`config.mk`:
```
export PLATFORM = sky130hd
export DESIGN_NAME = ssmpm_scan
export DESIGN_NICKNAME = d
export VERILOG_FILES = /design/src/rtl/ssmpm_pkg.sv /design/src/rtl/ssmpm_scan.sv
export SDC_FILE = /design/constraint.sdc
export NUM_CORES = 2
export LEC_CHECK = 0
export BUFFER_PORTS_ARGS = -buffer_cell sky130_fd_sc_hd__buf_2
export CAP_MARGIN = 20
export CORE_MARGIN = 3
export CORE_UTILIZATION = 48
export CTS_CLUSTER_DIAMETER = 80
export DETAILED_ROUTE_END_ITERATION = 8
export GPL_TIMING_DRIVEN = 1
export PLACE_DENSITY = 0.67
export SLEW_MARGIN = 20
export SYNTH_ARGS = -nofsm -noshare
export SYNTH_HDL_FRONTEND = slang
export SYNTH_SLANG_ARGS = --single-unit
export TNS_END_PERCENT = 5
```
`constraint.sdc`:
```
create_clock -name clk -period 12.31 [get_ports clk]
set_input_delay 2.462 -clock clk [delete_from_list [all_inputs] [get_ports clk]]
set_output_delay 2.462 -clock clk [all_outputs]
set_load 0.02 [all_outputs]
```
`src/rtl/ssmpm_pkg.sv`:
```
package ssmpm_pkg;

    localparam int PAT_LEN        = 8;
    localparam int SEED_LENGTH    = 16;
    localparam int NUM_SEEDS      = 4;
    localparam int NUM_ENTRIES    = 1 << (PAT_LEN - 1);
    localparam int SIG_BITS       = SEED_LENGTH * NUM_SEEDS;
    localparam int IDX_W          = 7;
    localparam int CNT_W          = 8;
    localparam int DIST_W         = 14;
    localparam int PART_W         = 11;
    localparam int GROUPS         = 8;
    localparam int GROUP_SIZE     = SIG_BITS / GROUPS;
    localparam int MASK_W         = 16;
    localparam int CFG_IDX_W      = 2;

    typedef logic [SIG_BITS-1:0]          sig_t;
    typedef logic [SIG_BITS-1:0][CNT_W-1:0] ones_t;
    typedef logic [3:0][MASK_W-1:0]       masks_t;

    // scan status handed to the top level
    typedef struct packed {
        logic              done;
        logic [IDX_W-1:0]  index;
        logic [DIST_W-1:0] distance;
    } scan_res_t;

    // predicted miss signature of the pattern at a table index
    function automatic sig_t predict(input logic [IDX_W-1:0] idx, input masks_t masks);
        sig_t                      sig;
        logic [PAT_LEN-1:0]        pat;
        int                        k;
        sig = '0;
        pat = {idx, 1'b1};
        for (int s = 0; s < SEED_LENGTH; s++) begin
            for (int j = 0; j < NUM_SEEDS; j++) begin
                for (int p = 0; p < PAT_LEN; p++) begin
                    k = SEED_LENGTH - 1 - s + p;
                    if (p <= s && pat[p] && masks[j][k])
                        sig[s*NUM_SEEDS + j] = 1'b1;
                end
            end
        end
        return sig;
    endfunction

endpackage

```
`src/rtl/ssmpm_scan.sv`:
```
module ssmpm_scan (
    input  logic                        clk,
    input  logic                        rst_n,
    input  logic                        start,
    input  ssmpm_pkg::sig_t             obs,
    output logic [ssmpm_pkg::IDX_W-1:0] rd_addr,
    input  ssmpm_pkg::sig_t             rd_data,
    input  ssmpm_pkg::ones_t            ones,
    output ssmpm_pkg::scan_res_t        res
);
    import ssmpm_pkg::*;

    logic                          active_reg;
    logic [IDX_W:0]                addr_reg;
    sig_t                          obs_reg;
    logic                          rv_reg;
    logic [IDX_W-1:0]              ridx_reg;
    logic                          pv_reg;
    logic [IDX_W-1:0]              pidx_reg;
    logic [GROUPS-1:0][PART_W-1:0] part_reg;
    logic [GROUPS-1:0][PART_W-1:0] part_next;
    logic                          tv_reg;
    logic [IDX_W-1:0]              tidx_reg;
    logic [DIST_W-1:0]             tot_reg;
    logic [DIST_W-1:0]             tot_next;
    logic                          have_reg;
    logic [IDX_W-1:0]              best_idx_reg;
    logic [DIST_W-1:0]             best_dist_reg;
    logic                          done_reg;
    sig_t                          diff;
    logic [SIG_BITS-1:0][CNT_W-1:0] w;

    assign rd_addr = addr_reg[IDX_W-1:0];
    assign diff    = obs_reg ^ rd_data;

    // per-bit weights and group sums of differing bits
    always_comb
    begin
        for (int b = 0; b < SIG_BITS; b++)
            w[b] = obs_reg[b] ? ones[b] : CNT_W'(NUM_ENTRIES) - ones[b];
        for (int g = 0; g < GROUPS; g++)
        begin
            part_next[g] = '0;
            for (int e = 0; e < GROUP_SIZE; e++)
                if (diff[g*GROUP_SIZE + e])
                    part_next[g] = part_next[g] + PART_W'(w[g*GROUP_SIZE + e]);
        end
        tot_next = '0;
        for (int g = 0; g < GROUPS; g++)
            tot_next = tot_next + DIST_W'(part_reg[g]);
    end

    // address issue and pipeline valids
    always_ff @(posedge clk or negedge rst_n)
    begin
        if (!rst_n)
        begin
            active_reg <= 1'b0;
            addr_reg   <= '0;
            rv_reg     <= 1'b0;
            pv_reg     <= 1'b0;
            tv_reg     <= 1'b0;
            have_reg   <= 1'b0;
            done_reg   <= 1'b0;
        end
        else
        begin
            rv_reg   <= active_reg;
            pv_reg   <= rv_reg;
            tv_reg   <= pv_reg;
            done_reg <= tv_reg && (tidx_reg == IDX_W'(NUM_ENTRIES - 1));
            if (start)
            begin
                active_reg <= 1'b1;
                addr_reg   <= '0;
            end
            else if (active_reg)
            begin
                addr_reg <= addr_reg + 1'b1;
                if (addr_reg == (IDX_W+1)'(NUM_ENTRIES - 1))
                    active_reg <= 1'b0;
            end
            if (start)
                have_reg <= 1'b0;
            else if (tv_reg)
                have_reg <= 1'b1;
        end
    end

    // data path and running minimum, later entry wins ties
    always_ff @(posedge clk)
    begin
        if (start)
            obs_reg <= obs;
        ridx_reg <= addr_reg[IDX_W-1:0];
        pidx_reg <= ridx_reg;
        part_reg <= part_next;
        tidx_reg <= pidx_reg;
        tot_reg  <= tot_next;
        if (tv_reg && (!have_reg || tot_reg <= best_dist_reg))
        begin
            best_idx_reg  <= tidx_reg;
            best_dist_reg <= tot_reg;
        end
    end

    assign res.done     = done_reg;
    assign res.index    = best_idx_reg;
    assign res.distance = best_dist_reg;

endmodule

```
# Word-level counts from Yosys, hierarchy flattened
# Cells that the tools add are included.
classes:
  bitwise_logic: 1
  add_sub_neg: 128
  multipliers: 0
  magnitude_cmp: 1
  eq_ne: 2
  div_mod_pow: 0
  reduce_logical: 6
  muxes: 135
  shifts: 0
ops:
  columns: ["cell", "count"]
  rows:
  - ["adder 11 x 8 -> 11 bit", 56]
  - ["2-to-1 mux 11 bit", 56]
  - ["2-to-1 mux 8 bit", 74]
  - ["subtractor 8 bit, first input constant", 64]
  - ["XOR 64 bit", 1]
  - ["adder 14 x 11 -> 14 bit", 4]
  - ["adder 13 x 11 -> 14 bit", 1]
  - ["less-or-equal comparator 14 bit", 1]
  - ["adder 12 x 11 -> 13 bit", 1]
  - ["adder 11 x 11 -> 12 bit", 1]
  - ["adder 8 x 1 -> 8 bit, second input constant", 1]
  - ["== test 8 x 7 -> 1 bit, second input constant", 1]
  - ["== test 7 bit, second input constant", 1]
  - ["2-to-1 mux 1 bit", 5]
  - ["nonzero test 2 bit", 2]
  - ["logical AND 1 bit", 2]
  - ["zero test 1 bit", 1]
  - ["logical OR 1 bit", 1]
totals:
  latchBits: 0
  word_cells: 295
  ramBits: 0
  out_inout_bits: 29
  inputBits: 643
  mem_bits_ro: 0
  n_memories: 0
  ff_bits: 222

# Logic depth before layout (Yosys ltp)
depth:
  ltp_word: 17
  ltp_mapped: 47
  depth_no_buf: 46

# Least setup slack after synthesis
# Ideal clock, no wire load.
synth_timing:
  path_kind: "input -> register"
  from: "input ones[320] (netlist bit)"
  to: "register part_reg[65] (netlist bit)"
  required_time_ns: 12.180
  t_arrival_ns: 9.851
  stages: 42
  setup_ns: 0.130
  path_buffers: 0
  path_slack_ns: 2.329
  cell_sequence: "inv_1 -> ha_1 -> a22oi_1 -> inv_1 -> ha_1 -> a21o_1 -> a21oi_1 -> o21bai_1 -> a21oi_1 -> xnor2_1 -> o21a_1 -> ha_1 -> nor2_1 -> and3b_1 -> a21oi_1 -> mux2_2 -> ha_1 -> o21a_1 -> (+6 left out) -> a21oi_1 -> mux2_2 -> ha_1 -> nor2b_1 -> o31a_1 -> a211oi_1 -> a21o_1 -> ha_1 -> xnor2_1 -> mux2_2 -> ha_1 -> a21boi_0 -> o21ai_0 -> a21oi_1 -> nand2b_1 -> a22o_1 -> mux2i_1 -> xnor3_1"
synth_rtl:
  columns: ["element", "line", "source"]
  rows:
  - ["start: declaration", "ssmpm_scan.sv:8", "input ssmpm_pkg::ones_t ones,"]
  - ["end signal: assignment", "ssmpm_scan.sv:97", "part_reg <= part_next;"]
  - ["end: declaration", "ssmpm_scan.sv:20", "logic [GROUPS-1:0][PART_W-1:0] part_reg;"]

==> reports/results.txt <==
The hold buffer count at cts came out at 0. Final total negative setup slack: 0 ns. The number of antenna violations at the first check in global routing was 59. Clock-pin slew was measured on the worst setup and hold paths at 0.06 ns. The commonest cells after synthesis are 571 x inv_1, 541 x ha_1, 527 x nor2_1, 440 x xnor2_1, 371 x a21oi_1. For this run, design rule violations remaining after detail routing come to 0. The maximum single-stage delay on the critical path was 0.42 ns.

The post-synthesis instance total was 5449; the register area was 5365 um^2. The area growth from synthesis to layout is 14.22%. The floorplan step set the die width to 305.2 um. The logs give 25.11% for the global-route total usage across every layer and 0 for the final number of hold-violating endpoints. The detailed router finished its first iteration with 2051 violations. The final critical path takes up 84.07% of the cycle. Global routing used 44.50% of the available met2 tracks. TritonCTS built the clock tree. Together, buffers and inverters on the worst path number 5.

The tools report the normalized max-slew margin as 28.76%. By instance count, the leading cell after synthesis is inv_1. Wires add up to 121.0 mm.

The die is 305.2 um tall. Of the post-synthesis cell area, the dominant cell type holds 15.75%. The worst path in the final design needs a cycle of 10.35 ns, including I/O delays and setup. Based on the critical path, the design can be clocked at up to 0.09663 GHz. The worst reg-to-reg setup slack was 3.54 ns; the clock latency on the worst-skew pair was 0.62 ns.

Counting stages on the worst path, the most repeated cell is ha_1. For this configuration, the core starts out at a cell density of 48.48%. After synthesis, the share of flip-flops with an asynchronous set or reset is 6.306%. The synthesized design contains 85 enable-type register cells. The run finished with clean final reports. The post-synthesis instance area was 42980 um^2. The number of global-route vias before repair was 38650.

Global routing used 31.03% of the available met1 tracks. For this design the top-level I/O count stands at 672. For the post-synth net total, the log shows 6754. The post-synthesis average cell area works out to 7.887 um^2. Post-detailed-route count of antenna-violating nets: 0. The fraction of the yosys area taken by sequential cells was 12.48%. STA classifies the critical path startpoint as a primary input. Family with the most delay on the worst path: compound AO/OA/AOI/OAI gates. The tools report the final weighted congestion of routability-driven global placement as 0.9492. The worst hold path begins at pidx_reg[4]. After synthesis the netlist holds a flip-flop and latch count of 222.

The tools report the max-slew violation total from the final report as 0. On the critical path, the stage with the largest delay is an instance of nor2b_1. The pin count of the biggest net entering global routing is 41. In this run, post-CTS repair resized a total of 0 instances.

The kind of capture point of the worst setup path is a flop. The worst hold path cell count is 0, and the met3 routing resource usage after global routing is 3.797%. The logs give 88650 um^2 for the area of the core and 0 for the max-cap violation count. The longest clock path from root to sink contains 3 buffers. At the pin with the least slew margin, the transition time is 1.067 ns. The length of the first detailed-routing pass in iterations was 6; the flip-flop count of the largest register, all copies and words added was 88. Of the cells placed in the final design, the portion with a size suffix greater than 1 is 17.72%. The largest area contributor in the netlist was ha_1. Clock tree synthesis found a total of 222 sinks. Setup repair after global routing left no endpoint under its margin. The half-perimeter wire length of the detailed placement result is 102.6 mm.

Fill cells in the final layout number 8456. The distinct cell type count after synthesis is 88. The endpoint identified for the worst register-to-register timing path is part_reg[65]. The tools report the number of clock buffers inserted by TritonCTS as 40.

The busiest metal layer after global routing was met2. In the final routed layout, each cell accounts on average for 16.53 um. The min-delay analysis places its worst path in the category reg -> reg. Primary flip-flop cell chosen by synthesis mapping: dfxtp_1. Row generation in the floorplan step produced 109 rows.

Summing all multi-input logic gate instances after layout gives 35070 um^2. By area the synthesized netlist is led by ha_1 16%, xnor2_1 9.0%, mux2_2 6.7%. The logs give 39908 for the number of vias in the routed layout and 0 for the setup violation total in the final timing report. The depth of the worst register-to-register path was 44. Of all nets on the critical path, the largest fanout is 8. Warning count from the yosys run: 0. The beginning of the worst register-to-register path was obs_reg[40]. At the end of the flow, the number of nets in the layout was 7372.

Post-CTS timing repair inserted 0 buffers for setup. The logs give 93160 um^2 for the area of the die and 2 for the number of levels in the clock H-tree. The run gives 0 as the total grt overflow.

The path type of the worst setup path was in -> reg. The first global-routing pass estimated 193.3 mm of wire. The tools report the arrival time of the worst setup path as 10.81 ns.

For the worst setup path, the data required time is 12.77 ns. The buffer type at the clock tree root was clkbuf_16. The tools report the worst-case hold path end point as tidx_reg[4]. For the final database, setup skew stands at 0.04636 ns. In the routed layout, each cell is associated on average with a via count of 5.453. Count of input and output buffers: 671.
-- worst reg2reg max path, delay by kind of cell (launching register included) --
kind / cells / cell delay [ns]
compound gates: 20 / 2.79
fa+ha+maj: 8 / 2.51
simple gates: 6 / 1.17
mux: 3 / 0.75
xor+xnor: 3 / 0.74
flops: 1 / 0.39
buf+inv: 4 / 0.30
-- logic make-up after synthesis --
logic type | count (synthesis) | share of synthesized area (%)
fa+ha+maj | 662 | 21.39
simple gates | 1349 | 14.42
mux | 309 | 7.965
buf+inv | 679 | 6.079
flops | 222 | 12.48
xor+xnor | 771 | 15.93
compound gates | 1457 | 21.73
-- layout by cell type, fill, tap and decap left out, drive strengths merged, types with 139 or more instances in the layout --
| cell | count |
|---|---|
| mux2 | 258 |
| ha | 541 |
| nor2 | 527 |
| inv | 581 |
| a31oi | 139 |
| o21ai | 321 |
| xnor2 | 443 |
| nand2 | 258 |
| nor3 | 199 |
| a21oi | 374 |
| buf | 684 |
| xor2 | 326 |
-- worst max path at each step --
| stage | start | end | depth (start not counted) |
|---|---|---|---|
| floorplan | ones[320] | part_reg[65] | 42 |
| global placement | rd_data[40] | part_reg[65] | 44 |
| detailed placement | rd_data[40] | part_reg[65] | 45 |
| CTS | rd_data[40] | part_reg[65] | 45 |
| global route | rd_data[40] | part_reg[65] | 45 |
| finish | rd_data[40] | part_reg[65] | 45 |
-- metrics by stage --
stage | hold WS, ns | cells | setup slack [ns] | utilization [%] | cell area (um^2)
finish | 0.3264 | 7318 | 1.961 | 55.38 | 49090
global route | 0.3296 | 7303 | 1.149 | 55.33 | 49050
CTS | 0.3270 | 7264 | 2.069 | 55.15 | 48890
detailed placement | 0.3121 | 7190 | 1.442 | 53.50 | 47430
global placement | 0.3100 | 7190 | 1.710 | 53.50 | 47430
floorplan | 0.3096 | 5449 | 2.329 | - | 42980
-- routing by layer --
layer | share of wire, % | vias to the layer above
met5 | 0.13 | -
met4 | 3.2 | 24
met3 | 4.6 | 197
met2 | 48 | 862
met1 | 44 | 18315
li1 | - | 20510
-- final cells by class --
class	count	share of cell area (%)
Antenna cell	54	0.2753
Clock buffer	47	2.243
Sequential cell	222	10.93
Multi-Input combinational cell	4548	71.44
Inverter	571	4.366
Timing Repair Buffer	684	7.045
Tap cell	1165	2.969
Clock inverter	27	0.7315
Power is left out: the tool's default activity adds up to more than one toggle a clock period on the data nets, which glitch-free logic cannot reach.
